### src/hdl/lpg_pkg.sv
`timescale 1ns / 1ps
// ----------------------------------------------------------------------------
// Line pixel generator package
// Shared widths, codes and payload types of the line pixel generator.
// ----------------------------------------------------------------------------
package lpg_pkg;

    // Coordinate width of the endpoint and pixel fields.
    localparam int COORD_BITS  = 12;
    // Signed differences of two coordinates need one more bit.
    localparam int DELTA_BITS  = COORD_BITS + 1;
    // Error term, thresholds and increments reach about four run lengths.
    localparam int ERR_BITS    = COORD_BITS + 3;
    // Default depth of the command queue between front and back.
    localparam int QUEUE_DEPTH = 2;

    // Function codes of an input item.
    localparam logic FUNC_LOAD = 1'b0;
    localparam logic FUNC_STEP = 1'b1;

    // Line kind codes reported with every pixel.
    typedef enum logic [1:0] {
        KIND_HORIZONTAL = 2'd0,
        KIND_POS_SLOPE  = 2'd1,
        KIND_NEG_SLOPE  = 2'd2,
        KIND_VERTICAL   = 2'd3
    } lpg_kind_t;

    // Operations handed from the front to the back.
    typedef enum logic [1:0] {
        OP_STEP  = 2'd0,
        OP_LOAD  = 2'd1,
        OP_CLEAR = 2'd2
    } lpg_op_t;

    // Input item.
    typedef struct packed {
        logic                          func;
        logic signed [COORD_BITS-1:0]  start_x;
        logic signed [COORD_BITS-1:0]  start_y;
        logic signed [COORD_BITS-1:0]  end_x;
        logic signed [COORD_BITS-1:0]  end_y;
    } lpg_in_t;

    // Result item.
    typedef struct packed {
        logic signed [COORD_BITS-1:0]  pixel_x;
        logic signed [COORD_BITS-1:0]  pixel_y;
        logic [1:0]                    line_kind;
        logic                          last_pixel;
    } lpg_out_t;

    // Classified command, already ordered along the major axis.
    typedef struct packed {
        lpg_op_t                       op;
        logic                          y_major;
        lpg_kind_t                     kind;
        logic signed [COORD_BITS-1:0]  major_start;
        logic signed [COORD_BITS-1:0]  major_limit;
        logic signed [COORD_BITS-1:0]  minor_start;
        logic signed [DELTA_BITS-1:0]  delta_major;
        logic signed [DELTA_BITS-1:0]  delta_minor;
    } lpg_cmd_t;

endpackage

### src/hdl/lpg_front.sv
`timescale 1ns / 1ps
// ----------------------------------------------------------------------------
// Line pixel generator front end
// Accepts input items and classifies them into queue commands: steps pass
// through, loads are sorted along the major axis with their deltas and kind.
// ----------------------------------------------------------------------------
module lpg_front (
    input  logic              s_valid,
    output logic              s_ready,
    input  lpg_pkg::lpg_in_t  s_data,
    output logic              q_valid,
    input  logic              q_ready,
    output lpg_pkg::lpg_cmd_t q_data
);

    localparam int CB = lpg_pkg::COORD_BITS;
    localparam int DB = lpg_pkg::DELTA_BITS;

    logic signed [DB-1:0] sx, sy, ex, ey;
    logic signed [DB-1:0] dx, dy, ndx, ndy;
    logic signed [DB-1:0] adx, ady;
    logic                 zero_len;
    logic                 y_major;

    // A transfer goes straight into the queue.
    assign q_valid = s_valid;
    assign s_ready = q_ready;

    // Endpoint differences in both directions, so no negation follows.
    assign sx  = {s_data.start_x[CB-1], s_data.start_x};
    assign sy  = {s_data.start_y[CB-1], s_data.start_y};
    assign ex  = {s_data.end_x[CB-1], s_data.end_x};
    assign ey  = {s_data.end_y[CB-1], s_data.end_y};
    assign dx  = ex - sx;
    assign dy  = ey - sy;
    assign ndx = sx - ex;
    assign ndy = sy - ey;
    assign adx = dx[DB-1] ? ndx : dx;
    assign ady = dy[DB-1] ? ndy : dy;

    assign zero_len = (s_data.start_x == s_data.end_x) && (s_data.start_y == s_data.end_y);
    // Ties on the diagonal go to the y axis.
    assign y_major  = !(adx > ady);

    // Build the command.
    always_comb begin
        q_data         = '0;
        q_data.y_major = y_major;

        if (s_data.func == lpg_pkg::FUNC_STEP) begin
            q_data.op = lpg_pkg::OP_STEP;
        end else if (zero_len) begin
            q_data.op = lpg_pkg::OP_CLEAR;
        end else begin
            q_data.op = lpg_pkg::OP_LOAD;
        end

        if (dy == '0) begin
            q_data.kind = lpg_pkg::KIND_HORIZONTAL;
        end else if (dx == '0) begin
            q_data.kind = lpg_pkg::KIND_VERTICAL;
        end else if (dx[DB-1] == dy[DB-1]) begin
            q_data.kind = lpg_pkg::KIND_POS_SLOPE;
        end else begin
            q_data.kind = lpg_pkg::KIND_NEG_SLOPE;
        end

        // Order the endpoints so the run goes up the major axis.
        if (!y_major) begin
            if (!dx[DB-1]) begin
                q_data.major_start = s_data.start_x;
                q_data.major_limit = s_data.end_x;
                q_data.minor_start = s_data.start_y;
                q_data.delta_major = dx;
                q_data.delta_minor = dy;
            end else begin
                q_data.major_start = s_data.end_x;
                q_data.major_limit = s_data.start_x;
                q_data.minor_start = s_data.end_y;
                q_data.delta_major = ndx;
                q_data.delta_minor = ndy;
            end
        end else begin
            if (!dy[DB-1]) begin
                q_data.major_start = s_data.start_y;
                q_data.major_limit = s_data.end_y;
                q_data.minor_start = s_data.start_x;
                q_data.delta_major = dy;
                q_data.delta_minor = dx;
            end else begin
                q_data.major_start = s_data.end_y;
                q_data.major_limit = s_data.start_y;
                q_data.minor_start = s_data.end_x;
                q_data.delta_major = ndy;
                q_data.delta_minor = ndx;
            end
        end
    end

endmodule

### src/hdl/lpg_queue.sv
`timescale 1ns / 1ps
// ----------------------------------------------------------------------------
// Line pixel generator command queue
// Small register FIFO that decouples the front end from the back end.
// ----------------------------------------------------------------------------
module lpg_queue #(
    parameter int DEPTH = lpg_pkg::QUEUE_DEPTH
) (
    input  logic              aclk,
    input  logic              aresetn,
    input  logic              push_valid,
    output logic              push_ready,
    input  lpg_pkg::lpg_cmd_t push_data,
    output logic              pop_valid,
    input  logic              pop_ready,
    output lpg_pkg::lpg_cmd_t pop_data
);

    localparam int AW = $clog2(DEPTH);
    localparam int CW = $clog2(DEPTH + 1);

    lpg_pkg::lpg_cmd_t entry_reg [DEPTH];
    logic [AW-1:0]     wr_ptr_reg, wr_ptr_next;
    logic [AW-1:0]     rd_ptr_reg, rd_ptr_next;
    logic [CW-1:0]     count_reg, count_next;
    logic              push_fire, pop_fire;

    assign push_ready = (count_reg != CW'(DEPTH));
    assign pop_valid  = (count_reg != '0);
    assign pop_data   = entry_reg[rd_ptr_reg];
    assign push_fire  = push_valid && push_ready;
    assign pop_fire   = pop_valid && pop_ready;

    // Pointer and fill count update.
    always_comb begin
        wr_ptr_next = wr_ptr_reg;
        rd_ptr_next = rd_ptr_reg;
        count_next  = count_reg;
        if (push_fire) begin
            wr_ptr_next = (wr_ptr_reg == AW'(DEPTH - 1)) ? '0 : wr_ptr_reg + 1'b1;
        end
        if (pop_fire) begin
            rd_ptr_next = (rd_ptr_reg == AW'(DEPTH - 1)) ? '0 : rd_ptr_reg + 1'b1;
        end
        if (push_fire && !pop_fire) begin
            count_next = count_reg + 1'b1;
        end else if (pop_fire && !push_fire) begin
            count_next = count_reg - 1'b1;
        end
    end

    always_ff @(posedge aclk) begin
        if (!aresetn) begin
            wr_ptr_reg <= '0;
            rd_ptr_reg <= '0;
            count_reg  <= '0;
        end else begin
            wr_ptr_reg <= wr_ptr_next;
            rd_ptr_reg <= rd_ptr_next;
            count_reg  <= count_next;
        end
    end

    // Entry storage.
    always_ff @(posedge aclk) begin
        if (push_fire) begin
            entry_reg[wr_ptr_reg] <= push_data;
        end
    end

    // The fill count never passes the depth.
    assert property (@(posedge aclk) disable iff (!aresetn) count_reg <= CW'(DEPTH))
        else $error("queue fill count above depth");

    // A lone push raises the count by one.
    assert property (@(posedge aclk) disable iff (!aresetn)
        (push_fire && !pop_fire) |=> (count_reg == $past(count_reg) + 1'b1))
        else $error("queue count missed a push");

endmodule

### src/hdl/lpg_back.sv
`timescale 1ns / 1ps
// ----------------------------------------------------------------------------
// Line pixel generator back end
// Holds the active run, executes load and step commands and drives the
// registered result channel.
// ----------------------------------------------------------------------------
module lpg_back (
    input  logic              aclk,
    input  logic              aresetn,
    input  logic              q_valid,
    output logic              q_ready,
    input  lpg_pkg::lpg_cmd_t q_data,
    output logic              m_valid,
    input  logic              m_ready,
    output lpg_pkg::lpg_out_t m_data
);

    localparam int CB = lpg_pkg::COORD_BITS;
    localparam int DB = lpg_pkg::DELTA_BITS;
    localparam int EB = lpg_pkg::ERR_BITS;

    // Run state.
    logic                 active_reg, active_next;
    logic signed [CB-1:0] major_pos_reg, major_pos_next;
    logic signed [CB-1:0] major_lim_reg, major_lim_next;
    logic signed [CB-1:0] minor_pos_reg, minor_pos_next;
    logic signed [EB-1:0] err_reg, err_next;
    logic signed [EB-1:0] thr_hi_reg, thr_hi_next;
    logic signed [EB-1:0] thr_lo_reg, thr_lo_next;
    logic signed [EB-1:0] inc_up_reg, inc_up_next;
    logic signed [EB-1:0] inc_mid_reg, inc_mid_next;
    logic signed [EB-1:0] inc_dn_reg, inc_dn_next;
    logic                 y_major_reg, y_major_next;
    logic [1:0]           kind_reg, kind_next;

    // Output register.
    logic                 m_valid_reg, m_valid_next;
    lpg_pkg::lpg_out_t    m_data_reg, m_data_next;

    logic                 out_free;
    logic                 pop_fire;
    logic                 step_fire;
    logic                 is_last;
    logic signed [DB-1:0] pos_ext, lim_ext, pos_inc;
    logic signed [EB-1:0] dm_ext, de_ext, two_d, two_e, sum_de;

    assign m_valid = m_valid_reg;
    assign m_data  = m_data_reg;

    // A step with a live run needs room in the output register.
    assign out_free  = !m_valid_reg || m_ready;
    assign q_ready   = (q_data.op != lpg_pkg::OP_STEP) || !active_reg || out_free;
    assign pop_fire  = q_valid && q_ready;
    assign step_fire = pop_fire && (q_data.op == lpg_pkg::OP_STEP) && active_reg;

    // Final pixel test on the major axis.
    assign pos_ext = {major_pos_reg[CB-1], major_pos_reg};
    assign lim_ext = {major_lim_reg[CB-1], major_lim_reg};
    assign pos_inc = pos_ext + DB'(1);
    assign is_last = (pos_inc >= lim_ext);

    // Per-run thresholds and increments of the error term.
    assign dm_ext = {{(EB - DB){q_data.delta_major[DB-1]}}, q_data.delta_major};
    assign de_ext = {{(EB - DB){q_data.delta_minor[DB-1]}}, q_data.delta_minor};
    assign two_d  = {dm_ext[EB-2:0], 1'b0};
    assign two_e  = {de_ext[EB-2:0], 1'b0};
    assign sum_de = dm_ext + two_e;

    // Command execution.
    always_comb begin
        active_next    = active_reg;
        major_pos_next = major_pos_reg;
        major_lim_next = major_lim_reg;
        minor_pos_next = minor_pos_reg;
        err_next       = err_reg;
        thr_hi_next    = thr_hi_reg;
        thr_lo_next    = thr_lo_reg;
        inc_up_next    = inc_up_reg;
        inc_mid_next   = inc_mid_reg;
        inc_dn_next    = inc_dn_reg;
        y_major_next   = y_major_reg;
        kind_next      = kind_reg;

        if (pop_fire) begin
            case (q_data.op)
                lpg_pkg::OP_LOAD: begin
                    active_next    = 1'b1;
                    major_pos_next = q_data.major_start;
                    major_lim_next = q_data.major_limit;
                    minor_pos_next = q_data.minor_start;
                    err_next       = '0;
                    thr_hi_next    = dm_ext - two_e;
                    thr_lo_next    = -sum_de;
                    inc_up_next    = two_e - two_d;
                    inc_mid_next   = two_e;
                    inc_dn_next    = two_e + two_d;
                    y_major_next   = q_data.y_major;
                    kind_next      = q_data.kind;
                end
                lpg_pkg::OP_CLEAR: begin
                    active_next = 1'b0;
                end
                lpg_pkg::OP_STEP: begin
                    if (active_reg) begin
                        if (is_last) begin
                            active_next = 1'b0;
                        end else begin
                            major_pos_next = pos_inc[CB-1:0];
                            if (err_reg >= thr_hi_reg) begin
                                err_next       = err_reg + inc_up_reg;
                                minor_pos_next = minor_pos_reg + 1'b1;
                            end else if (err_reg < thr_lo_reg) begin
                                err_next       = err_reg + inc_dn_reg;
                                minor_pos_next = minor_pos_reg - 1'b1;
                            end else begin
                                err_next = err_reg + inc_mid_reg;
                            end
                        end
                    end
                end
                default: begin
                    active_next = active_reg;
                end
            endcase
        end
    end

    // Result register: loads a pixel on a step, drains on a transfer.
    always_comb begin
        m_valid_next = m_valid_reg;
        m_data_next  = m_data_reg;
        if (step_fire) begin
            m_valid_next           = 1'b1;
            m_data_next.pixel_x    = y_major_reg ? minor_pos_reg : major_pos_reg;
            m_data_next.pixel_y    = y_major_reg ? major_pos_reg : minor_pos_reg;
            m_data_next.line_kind  = kind_reg;
            m_data_next.last_pixel = is_last;
        end else if (m_ready) begin
            m_valid_next = 1'b0;
        end
    end

    always_ff @(posedge aclk) begin
        if (!aresetn) begin
            active_reg  <= 1'b0;
            m_valid_reg <= 1'b0;
        end else begin
            active_reg  <= active_next;
            m_valid_reg <= m_valid_next;
        end
    end

    always_ff @(posedge aclk) begin
        major_pos_reg <= major_pos_next;
        major_lim_reg <= major_lim_next;
        minor_pos_reg <= minor_pos_next;
        err_reg       <= err_next;
        thr_hi_reg    <= thr_hi_next;
        thr_lo_reg    <= thr_lo_next;
        inc_up_reg    <= inc_up_next;
        inc_mid_reg   <= inc_mid_next;
        inc_dn_reg    <= inc_dn_next;
        y_major_reg   <= y_major_next;
        kind_reg      <= kind_next;
        m_data_reg    <= m_data_next;
    end

    // A live run always has pixels left before its limit.
    assert property (@(posedge aclk) disable iff (!aresetn)
        active_reg |-> (major_pos_reg < major_lim_reg))
        else $error("active run past its limit");

    // The lower error threshold stays below the upper one for a live run.
    assert property (@(posedge aclk) disable iff (!aresetn)
        active_reg |-> (thr_lo_reg < thr_hi_reg))
        else $error("error thresholds out of order");

    // The final pixel ends the run.
    assert property (@(posedge aclk) disable iff (!aresetn)
        (step_fire && is_last) |=> !active_reg)
        else $error("run still active after its last pixel");

endmodule

### src/hdl/line_pixel_generator_core.sv
`timescale 1ns / 1ps
// ----------------------------------------------------------------------------
// Line pixel generator core
// Rasterizes a line given by two endpoints, one pixel per step item.
// ----------------------------------------------------------------------------
// Usage:
//   The s_ channel takes items. A load (func 0) latches two endpoints and
//   produces nothing; each step (func 1) then produces the next pixel of the
//   line on the m_ channel, with last_pixel set on the final one. Steps with
//   no line in progress, and all steps after a zero-length load, produce no
//   transfer. A new load replaces any line in progress.
//   Timing: a step is written into the command queue at its input transfer
//   edge and later executed from the queue into the output register, which
//   raises m_valid for its pixel; back-pressure can hold it in the queue.
//   Items are taken at 1 per cycle while the output register keeps draining;
//   each step costs one add and two compares against per-run thresholds
//   prepared at load time.
//   Reset: aresetn low at a clock edge empties the command queue, drops any
//   line in progress and clears m_valid.
//   Back-pressure: when m_ready is low the pixel waits in the output register,
//   the back end holds the next step of a live run, and the command queue
//   keeps taking items until it is full, after which s_ready goes low.
// ----------------------------------------------------------------------------
module line_pixel_generator_core #(
    parameter int QUEUE_DEPTH = lpg_pkg::QUEUE_DEPTH
) (
    input  logic              aclk,
    input  logic              aresetn,
    input  logic              s_valid,
    output logic              s_ready,
    input  lpg_pkg::lpg_in_t  s_data,
    output logic              m_valid,
    input  logic              m_ready,
    output lpg_pkg::lpg_out_t m_data
);

    logic              push_valid, push_ready;
    lpg_pkg::lpg_cmd_t push_data;
    logic              pop_valid, pop_ready;
    lpg_pkg::lpg_cmd_t pop_data;

    // Classification of input items.
    lpg_front u_front (
        .s_valid (s_valid),
        .s_ready (s_ready),
        .s_data  (s_data),
        .q_valid (push_valid),
        .q_ready (push_ready),
        .q_data  (push_data)
    );

    // Command queue between the two halves.
    lpg_queue #(
        .DEPTH (QUEUE_DEPTH)
    ) u_queue (
        .aclk       (aclk),
        .aresetn    (aresetn),
        .push_valid (push_valid),
        .push_ready (push_ready),
        .push_data  (push_data),
        .pop_valid  (pop_valid),
        .pop_ready  (pop_ready),
        .pop_data   (pop_data)
    );

    // Run execution and result register.
    lpg_back u_back (
        .aclk    (aclk),
        .aresetn (aresetn),
        .q_valid (pop_valid),
        .q_ready (pop_ready),
        .q_data  (pop_data),
        .m_valid (m_valid),
        .m_ready (m_ready),
        .m_data  (m_data)
    );

endmodule

### config.mk
export PLATFORM = sky130hd
export DESIGN_NAME = line_pixel_generator_core
export DESIGN_NICKNAME = d
export VERILOG_FILES = /design/src/hdl/lpg_pkg.sv /design/src/hdl/lpg_front.sv /design/src/hdl/lpg_queue.sv /design/src/hdl/lpg_back.sv /design/src/hdl/line_pixel_generator_core.sv
export SDC_FILE = /design/constraint.sdc
export NUM_CORES = 1
export LEC_CHECK = 0
export ABC_CLOCK_PERIOD_IN_PS = 14070
export BUFFER_PORTS_ARGS = -buffer_cell sky130_fd_sc_hd__buf_4
export CAP_MARGIN = 20
export CORE_MARGIN = 2
export CORE_UTILIZATION = 65
export DETAILED_ROUTE_END_ITERATION = 16
export HOLD_SLACK_MARGIN = 0.06
export PLACE_DENSITY_LB_ADDON = 0.1
export SYNTH_ARGS = -nofsm -noshare
export SYNTH_HDL_FRONTEND = slang
export SYNTH_HIERARCHICAL = 1
export SYNTH_SLANG_ARGS = --single-unit
### constraint.sdc
create_clock -name aclk -period 14.07 [get_ports aclk]
set_clock_uncertainty 0.05 [all_clocks]
set_input_delay 0.7035 -clock aclk [delete_from_list [all_inputs] [get_ports aclk]]
set_output_delay 0.7035 -clock aclk [all_outputs]
set_load 0.005 [all_outputs]
## Yosys cells after proc, flatten, opt, wreduce, memory -nomap -nowiden

Memories as Yosys holds them, arrays and structs flattened. A register that Yosys moved wholly into a read port is not among the register bits.
Cells that the tools add are included.

| word-level totals | value |
|---|---|
| bits in registers | 160 |
| bits in writable memories | 134 |
| input bits | 53 |
| logic and storage cells | 119 |
| memories | 1 |

Memories:

| name | depth | bits a word | rd ports | clocked after memory_dff | wr ports | line | source |
|---|---|---|---|---|---|---|---|
| u_queue.entry_reg | 2 | 67 | 1 | 1 | 1 | lpg_queue.sv:22 | `lpg_pkg::lpg_cmd_t entry_reg [DEPTH];` |

| cells by class | value |
|---|---|
| $add $sub $neg | 19 |
| order comparisons | 4 |
| equal/unequal tests | 9 |
| multiplexer cells | 38 |
| reduce and logical (&&, ||, !) cells | 28 |

Operator list:

| cell | number |
|---|---|
| $mux W62 | 3 |
| $mux W12 | 8 |
| $mux W15 | 4 |
| $sub A12 B12 Y13 | 4 |
| $pmux W12 S2 | 2 |
| $add A15 B15 Y15 | 2 |
| $pmux W15 S2 | 1 |
| $logic_not A13 Y1 | 2 |
| $mux W13 | 2 |
| $eq A12 B12 Y1 | 2 |
| $add A13 B14 Y15 | 1 |
| $add A14 B14 Y15 | 1 |
| $add A15 B14 Y15 | 1 |
| $ge A15 B15 Y1 | 1 |
| $lt A15 B15 Y1 | 1 |
| $neg A15 Y15 | 1 |
| $sub A13 B14 Y15 | 1 |
| $sub A14 B14 Y15 | 1 |
| $mux W2 | 7 |
| $add A12 B2 Y13 const B | 1 |
| $ge A13 B12 Y1 | 1 |
| $gt A13 B13 Y1 | 1 |
| $add A12 B1 Y12 const B | 1 |
| $sub A12 B1 Y12 const B | 1 |
| 20 further kinds | 48 |

## Longest topological paths before layout

| depth | value |
|---|---|
| depth after elaboration | 7 |
| depth in mapped cells | 21 |

## By module

The synthesis kept the hierarchy.

Modules (own cells, without submodules):

| module | instances | cells each | area each (sq um) | seq. area each (sq um) |
|---|---|---|---|---|
| lpg_back | 1 | 948 | 10089.7 | 4514.3 |
| lpg_queue | 1 | 232 | 5077.4 | 4124.0 |
| lpg_front | 1 | 742 | 4983.5 | 0.0 |

## Worst setup path after synthesis

OpenSTA, ideal clock, no wires.

| timing path | value |
|---|---|
| path kind | input -> register |
| start | input port s_data[12] (netlist name) |
| end | memory u_queue/entry_reg[0][19] (netlist name) (data pin) |
| library setup time | 0.258 ns |
| arrival time | 5.061 ns |
| path slack | 8.701 ns |
| stages | 21 |
| buffers on the path | 3 |
| cells stage by stage | inv_1 -> ha_1 -> inv_1 -> fa_1 -> a21o_4 -> a2111oi_4 -> o311a_2 -> mux2_2 -> buf_2 -> mux2i_1 -> inv_1 -> ha_1 -> a21o_1 -> a21o_1 -> a221o_1 -> a311o_1 -> a31oi_1 -> buf_2 -> buf_2 -> nand2_1 -> o21a_1 |

RTL lines:

| item | line | source |
|---|---|---|
| from (decl) | line_pixel_generator_core.sv:31 | `input lpg_pkg::lpg_in_t s_data,` |
| to (decl) | lpg_queue.sv:22 |  |

==> results_dict.tcl <==
set metrics [dict create \
    regToRegSetupSlack_ps 8880 \
    fill_cells 2217 \
    path_max_fanout 84 \
    ir_drop_mv 0.164 \
    syn_to_final_growth_pct 9.55 \
    synthCells 1922 \
    largest_register_ffs 134 \
    port-buffer-count 81 \
    dieArea_sq_um 32400 \
    final_cell_mix "edfxtp_1, ha_1, inv_1" \
    synth_edf_count 283 \
    ant_nets 0 \
    synth_cell_types 88 \
    syn_avg_cell_area_sq_um 10.5 \
    clk_pin_slew_ps 60 \
    ys.flop_type "edfxtp_1" \
    cts_resized 0 \
    syn_nets 2178 \
    initial_core_util_pct 65.9 \
    post-route-period-util_pct 48.1 \
    layout.nets 2230 \
    drc_errors 0 \
    dpl.hpwl_um 35800 \
    drtIter0Drc 1424 \
    fp.dieW_um 180 \
    cts_setup_buffers 0 \
    setup_total_negative_slack_ps 0 \
    cap_violations 0 \
    cts_sinks 290 \
    drive_above_1_share_pct 14.1 \
    setup_viol 0 \
    routed-wl-met2_um 22100 \
    grt_pass1_wl_um 77700 \
    fmax_mhz 148 \
    worstSetupEndpointType "flip-flop" \
    first_pass_iters 6 \
    r2r_start "u_back/err_reg[3]" \
    power.leakage_nw 9.08 \
    endpoint "u_queue/entry_reg[0][34]" \
    maxSlewViolCount 0 \
    powerDensity_nw_per_um2 244 \
    clk_path_buf_depth 3 \
    place_congestion 0.947 \
    cts-hold-fix-buffers 0 \
    hold_ws_ps 336 \
    worstSetupStartpointType "primary input" \
    yosysWarnings 6 \
    grt_pass1_vias 14300 \
    worst_r2r_path_depth 18 \
    insertion_delay_ps 590 \
    fin_crit_ps 6760 \
    vias 14700 \
    dp_slack_ps 6940 \
    viasPerCell 6.15 \
    required_ps 14420 \
    wl_met1_um 22200 \
    wl_per_cell_um 20.5 \
    syn-cell-area_sq_um 20200 \
    startpoint "s_data[12]" \
    min_path_type "primary input to flip-flop" \
    finalWirelength_um 48900 \
    met3WireLength_um 3000 \
    status "complete, no violations" \
    slew-limit-headroom_pct 29.3 \
    worstMarginPinSlew_ps 1060 \
    worstSetupPathType "primary input to flip-flop" \
    cts_tree "done" \
    antenna_found_initial 2 \
    cts-buffers-inserted 31 \
    htree_levels 1 \
    hold_viol 0 \
    crit_arrival_ps 7110 \
    grt_max_degree 85 \
    final_common_cell "edfxtp_1" \
    pin_count 82 \
    grtUsageTotal_pct 30.0 \
    rsz0062_at_grt "no" \
    synth-seq-area-share_pct 42.9 \
    num_rows 64 \
    ys_ff_latch 290 \
    cts_root_buf "clkbuf_16" \
    die_h_um 180 \
    r2r-end "u_back/err_reg[13]" \
    routed.top_layer "met5" \
    timing.final.ws_setup_ps 7310 \
    synth_async_sr_flop_share_pct 0 \
    core-area_sq_um 30600 \
    overflow 0 \
]
==> report_power, final <==
group	switching (W)	internal (W)	total, W
combinational	0.00181	0.00122	0.00303
sequential	0.0000877	0.00144	0.00153
clock	0.000343	0.000496	0.000839
total	0.00224	0.00315	0.00539
==> how the worst min path moves through the flow <==
| stage | end | cells after the start | slack [ps] | start |
|---|---|---|---|---|
| floorplan | u_back/m_data[1] | 0 | 350 | u_back/kind_reg[0] |
| global placement | u_back/m_data[1] | 0 | 360 | u_back/kind_reg[0] |
| finish | u_back/m_valid | 2 | 340 | aresetn |
| detailed placement | u_back/m_data[1] | 0 | 350 | u_back/kind_reg[0] |
| CTS | u_back/m_valid | 2 | 320 | aresetn |
| global route | u_back/m_valid | 2 | 340 | aresetn |
==> final cells by class <==
class | instances | area, sq um | share of cell area [%]
multi-input combinational | 1373 | 10500 | 47.5
clock inverter | 19 | 241 | 1.09
antenna | 1 | 2.50 | 0.0113
sequential | 290 | 8640 | 39.1
tap | 396 | 495 | 2.24
timing repair buffer | 97 | 728 | 3.30
inverter | 181 | 679 | 3.08
clock buffer | 36 | 795 | 3.60
==> layer usage <==
layer | vias up | track usage (%)
met5 | - | 0
met4 | 2 | 9.23
met3 | 91 | 3.94
met2 | 514 | 47.9
met1 | 7038 | 42.9
li1 | 7066 | -
==> kinds of logic after synthesis <==
logic type      share of synthesized area [%]
compound gates                           14.3
flops                                    42.9
simple gates                             10.9
xor+xnor                                 4.95
mux                                      8.61
fa+ha+maj                                13.0
buf+inv                                  5.38
==> critical path, cell delays in order <==
cell,delay [ps]
buf_4,120
inv_1,90
ha_1,200
inv_1,60
fa_1,450
a21o_4,250
a2111oi_4,480
o311a_2,310
mux2_2,620
mux2i_1,320
inv_1,70
ha_1,310
a21o_1,170
a21o_1,180
a221o_1,370
a311o_1,370
a31oi_4,710
buf_4,820
a211oi_1,140
a21oi_1,250
==> per-stage QoR <==
| step | instances | util (%) | power (W) | area, sq um |
|---|---|---|---|---|
| floorplan | 1922 | - | 0.00380 | 20200 |
| global placement | 2336 | 68.7 | 0.00441 | 21000 |
| detailed placement | 2336 | 68.7 | 0.00451 | 21000 |
| CTS | 2391 | 72.1 | 0.00537 | 22100 |
| global route | 2392 | 72.2 | 0.00580 | 22100 |
| finish | 2393 | 72.2 | 0.00539 | 22100 |
==> cells in the mapped netlist (10+ instances only) <==
master	n	share of area (%)
a211oi_1	46	1.7
nand2_1	133	2.5
a31oi_1	12	0.37
o21bai_1	15	0.56
nand3_1	27	0.67
nor2b_1	26	0.81
and2_1	15	0.47
a21o_1	34	1.3
or3_1	10	0.31
mux2_2	96	5.4
xnor2_1	81	3.5
xor2_1	33	1.4
fa_1	10	0.99
o21ai_0	98	2.4
nor3_1	33	0.82
inv_1	181	3.4
ha_1	193	12
buf_2	29	0.72
nand2b_1	12	0.37
edfxtp_1	283	42
a21oi_1	138	3.4
or2_2	13	0.40
clkbuf_1	33	0.61
o211ai_1	11	0.41
mux2i_1	64	3.2
nand4_1	15	0.47
nor2_1	128	2.4
(Power assumes the default switching activity.)
